<file path="src/apr_isqrt.sv">
// pipelined integer square root, one result bit per stage, floor result
// sideband travels alongside; uses no package
`default_nettype none
module apr_isqrt #(
    parameter int IN_W   = 64,
    parameter int SIDE_W = 1
) (
    input  logic                      i_clk,
    input  logic                      i_rst_n,
    input  logic                      i_en,
    input  logic                      i_valid,
    input  logic [IN_W-1:0]           i_rad,
    input  logic [SIDE_W-1:0]         i_side,
    output logic                      o_valid,
    output logic [(IN_W+1)/2-1:0]     o_root,
    output logic [SIDE_W-1:0]         o_side
);
    localparam int PAIRS = (IN_W + 1) / 2;
    localparam int N     = 2 * PAIRS;
    localparam int RW    = PAIRS + 3;

    logic [N-1:0]      r_rad  [PAIRS];
    logic [RW-1:0]     r_rem  [PAIRS];
    logic [PAIRS-1:0]  r_root [PAIRS];
    logic              r_vld  [PAIRS];
    logic [SIDE_W-1:0] r_side [PAIRS];

    for (genvar k = 0; k < PAIRS; k++) begin : g_step
        logic [N-1:0]      w_rad;
        logic [RW-1:0]     w_rem;
        logic [PAIRS-1:0]  w_root;
        logic              w_vld;
        logic [SIDE_W-1:0] w_side;
        logic [RW-1:0]     w_cur;
        logic [RW-1:0]     w_trial;
        logic              w_ge;
        logic [RW-1:0]     n_rem;
        logic [PAIRS-1:0]  n_root;

        if (k == 0) begin : g_head
            assign w_rad  = N'(i_rad);
            assign w_rem  = '0;
            assign w_root = '0;
            assign w_vld  = i_valid;
            assign w_side = i_side;
        end else begin : g_body
            assign w_rad  = r_rad[k-1];
            assign w_rem  = r_rem[k-1];
            assign w_root = r_root[k-1];
            assign w_vld  = r_vld[k-1];
            assign w_side = r_side[k-1];
        end

        always_comb begin
            w_cur   = {w_rem[RW-3:0], w_rad[N-1-2*k -: 2]};
            w_trial = {1'b0, w_root, 2'b01};
            w_ge    = (w_cur >= w_trial);
            n_rem   = w_ge ? (w_cur - w_trial) : w_cur;
            n_root  = {w_root[PAIRS-2:0], w_ge};
        end

        always_ff @(posedge i_clk) begin
            if (!i_rst_n) begin
                r_vld[k] <= 1'b0;
            end else if (i_en) begin
                r_vld[k] <= w_vld;
            end
        end

        always_ff @(posedge i_clk) begin
            if (i_en) begin
                r_rad[k]  <= w_rad;
                r_rem[k]  <= n_rem;
                r_root[k] <= n_root;
                r_side[k] <= w_side;
            end
        end
    end

    assign o_valid = r_vld[PAIRS-1];
    assign o_root  = r_root[PAIRS-1];
    assign o_side  = r_side[PAIRS-1];

endmodule
`default_nettype wire

</file>
<file path="config.mk">
export PLATFORM = sky130hd
export DESIGN_NAME = apr_isqrt
export DESIGN_NICKNAME = d
export VERILOG_FILES = /design/src/apr_isqrt.sv
export SDC_FILE = /design/constraint.sdc
export NUM_CORES = 2
export LEC_CHECK = 0
export BUFFER_PORTS_ARGS = -buffer_cell sky130_fd_sc_hd__buf_2
export CAP_MARGIN = 20
export CORE_MARGIN = 3
export CORE_UTILIZATION = 64
export CTS_CLUSTER_SIZE = 30
export DETAILED_ROUTE_END_ITERATION = 16
export PLACE_DENSITY_LB_ADDON = 0.2
export SYNTH_ARGS = -nofsm -noshare
export SYNTH_HDL_FRONTEND = slang
export SYNTH_MEMORY_MAX_BITS = 65536
export SYNTH_SLANG_ARGS = --single-unit
</file>
<file path="constraint.sdc">
create_clock -name i_clk -period 3.75 [get_ports i_clk]
set_input_delay 0.1875 -clock i_clk [delete_from_list [all_inputs] [get_ports i_clk]]
set_output_delay 0.1875 -clock i_clk [all_outputs]
set_load 0.01 [all_outputs]
</file>
==> metrics.md <==
| Metric | Value |
|---|---|
| Final non-filler cell total | `12,391` |
| Clock Pin Slew Worst Setup and Hold Paths | `60 ps` |
| Status | `finished, final reports clean` |
| Clock latency on the worst-skew pair | `910 ps` |
| Row count | `157` |
| Post-synth EDFFs | `2,557` |
| Reg area | `76,800 sq um` |
| Fraction of registers with async set/reset | `0` |
| R2r worst-path depth | `10` |
| Cell taking the most area after synthesis | `edfxtp_1` |
| Synth unique cells | `105` |
| Initial Utilization | `0.6476` |
| GRT Util Overall | `0.2675` |
| CTS Sinks | `approximately 2,600` |
| Post-synth top cells | `edfxtp_1 (2,557), inv_1 (716), nor2_1 (615)` |
| Detailed Place HPWL | `~180,000 um` |
| First-pass GRT wire length | `404,400 um` |
| Antenna violations before repair | `4` |
| Critical path fanouts, max | `4` |
| Die height | `roughly 440 um` |
| Largest net degree at the start of global routing | `193` |
| Final Hold Viols | `0` |
| H-tree depth | `5` |
| Top-count cell post-synth | `edfxtp_1` |
| Final GP Congestion | `0.9219` |
| M2 GR Usage | `0.4613` |
| Placed Instances | `11,790` |
| CORE AREA | `184,300 sq um` |
| CP Launch Type | `flip-flop` |
| Final Cell Area | `133,900 sq um` |
| CTS tree | `done` |
| Final Core Density | `0.7266` |
| Vias in the first global route | `around 73,000` |
| CTS Root Cell | `clkbuf_16` |
| Worst VDD drop | `0.5964 mV` |
| Post-route ant nets | `0` |
| Most used routing layer in global routing | `met2` |
| R2r setup slk | `150 ps` |
| Fillcell total | `12,091` |
| Final setup vio count | `0` |
| Synth-to-layout area growth | `12.19%` |
| M1 GR Usage | `0.3551` |
| Critical Path RT | `approximately 4400 ps` |
| Final nets | `around 10,000` |
| Layout cells sized above 1 | `0.08343` |
| Fin crit period | `3599 ps` |
| Mapped Area | `119,300 sq um` |
| Total of max-cap violations | `0` |
| PD cells | `between 600 and 700 nW/um^2` |
| Dpl cell area | `around 120,000 sq um` |
| Worst path arrival time | `4250 ps` |
| Post-Synthesis Cells | `~9,300` |
| Die X | `437.8 um` |
| WL final | `256,400 um` |
| Critical path class | `flip-flop to flip-flop` |
| Gr ovfl total | `0` |
| Multi-input gate area | `39,160 sq um` |
| Max Freq | `roughly 280 MHz` |
| Max Root-Sink Buffers | `4` |
| Vias per cell | `5.965` |
| DR vias | `73,913` |
| CP Capture Type | `flip-flop` |
| CP startpoint | `r_root[19][2]` |
| Min-Delay Path Depth | `3` |
| Place WS | `81.59 ps` |
| Average cell area after synthesis | `12.89 sq um` |
| Worst setup margin | `150.7 ps` |
| Worst Setup EP | `r_rem[1][166]` |
| Reg-to-reg startpoint | `r_root[19][2]` |
| Met3 GRT Util | `0.03295` |
| Io pins | `103` |
| Reg2reg end | `r_rem[1][166]` |
| Final worst path period share | `0.9598` |
| Wirelength per Cell | `roughly 21 um` |
| Initial DRC Count | `6,640` |
| Setup total negative slack | `0 ps` |
| RSZ-0062 raised after global routing | `false` |
| Synth top area share | `0.6435` |
| Layout Skew | `approximately 54 ps` |
| Yosys warning count | `0` |
| Total power | `82.36 mW` |
| Worst hold slack | `130.9 ps` |
| Seq/Total Area, Yosys | `0.6436` |
| Hold Path Class | `primary input to flip-flop` |
| Count of state elements after synthesis | `2,558` |
| Leak | `slightly above 50 nW` |
| Top cells by area, synth | `edfxtp_1 (64%), ha_1 (5.9%), xor2_1 (3.0%), xnor2_1 (2.7%), a21oi_1 (2.5%)` |
| Top FF cell, synth | `edfxtp_1` |
| DIE AREA | `191,700 sq um` |
| Drt pass-1 iters | `6` |
| Relative slew margins | `0.2795` |
| Max-slew violations | `0` |
| Worst-margin pin slew | `1081 ps` |
| # DRC | `0` |
| Net Count, Synth | `9,891` |
| CTS buffer count | `278` |
| Port buffer count | `around 100` |
cell type report:
class,instances,share of cell area
antenna,2,0.00003738
tap,2464,0.02303
clock buffer,321,0.05396
sequential,2558,0.5737
inverter,722,0.02024
timing repair buffer,391,0.02505
clock inverter,145,0.01154
multi-input combinational,5788,0.2925
cell usage in the layout (no fill, tap or decap), drive strengths merged, types with 21 or more instances in the layout:
cell         instances
nor2               616
dlygate4sd3        133
nor2b               86
o31ai               67
bufinv              30
xor2               406
or2                 53
or3                104
a31oi               53
or4                 69
o21a               106
edfxtp            2557
o211ai              39
nor4               115
a21o               232
a21boi              27
nand3              151
clkinv              87
a21oi              587
and3               105
nand4              101
nor3               257
nand2              568
xnor2              369
inv                732
buf                258
nand2b             115
a211oi              48
mux2i               22
mux2                67
ha                 561
o21bai              46
nand3b              21
o21ai              472
and2                48
clkbuf             321
cells by family (layout without fill, tap and decap cells):
group,after synthesis,after routing,share of synthesized area
AO/OA/AOI/OAI,1882,1882,0.09867
XOR/XNOR,775,775,0.05688
adder cells (fa/ha/maj),561,561,0.05882
buffers and inverters,915,1579,0.02923
flip-flops,2558,2558,0.6436
multiplexers,89,89,0.008199
other,1,3,0.00003143
AND/OR/NAND/NOR,2480,2480,0.1045
sequential cells by signal (all words and copies together) (netlist names):
signal and cells:
r_rem 974, r_side 32, r_vld 32, r_root 528, r_rad 992
worst max-delay path, cell delays in order (launching register included):
cell      delay (ps)
edfxtp_1         630
inv_1             90
ha_1             360
a21boi_0         250
o21ai_0          160
o311a_1          360
o21ai_0          270
a21oi_1          190
o31ai_4          290
or4b_2           620
xnor2_1          150
timing repair:
action                                  4_1_cts  5_1_grt
gates resized for setup                       0       12
buffers inserted                              0        0
hold endpoints to repair                    213        0
endpoints found under the setup margin        0       59
hold buffers                                133        0
metal layers:
metal  share of wire  wire length (um)
met5        0.000027                 7
met4           0.035              8895
met3           0.048             12420
met2            0.50            129000
met1            0.41            106100
worst min path at each step:
stage	from	end
after floorplan	i_rad[0]	r_rad[0][0]
after global placement	i_rad[10]	r_rad[0][10]
after detailed placement	i_rad[57]	r_rad[0][57]
after CTS	i_rad[62]	r_root[0][0]
after global routing	i_rad[62]	r_root[0][0]
final	i_rad[62]	r_root[0][0]
power by group:
part | internal [mW] | switching (mW) | total (mW)
Combinational | 7.24 | 9.93 | 17.2
Clock | 15.8 | 10.8 | 26.6
Sequential | 36.1 | 2.52 | 38.6
No activity file was read; power rests on OpenSTA's default activity.
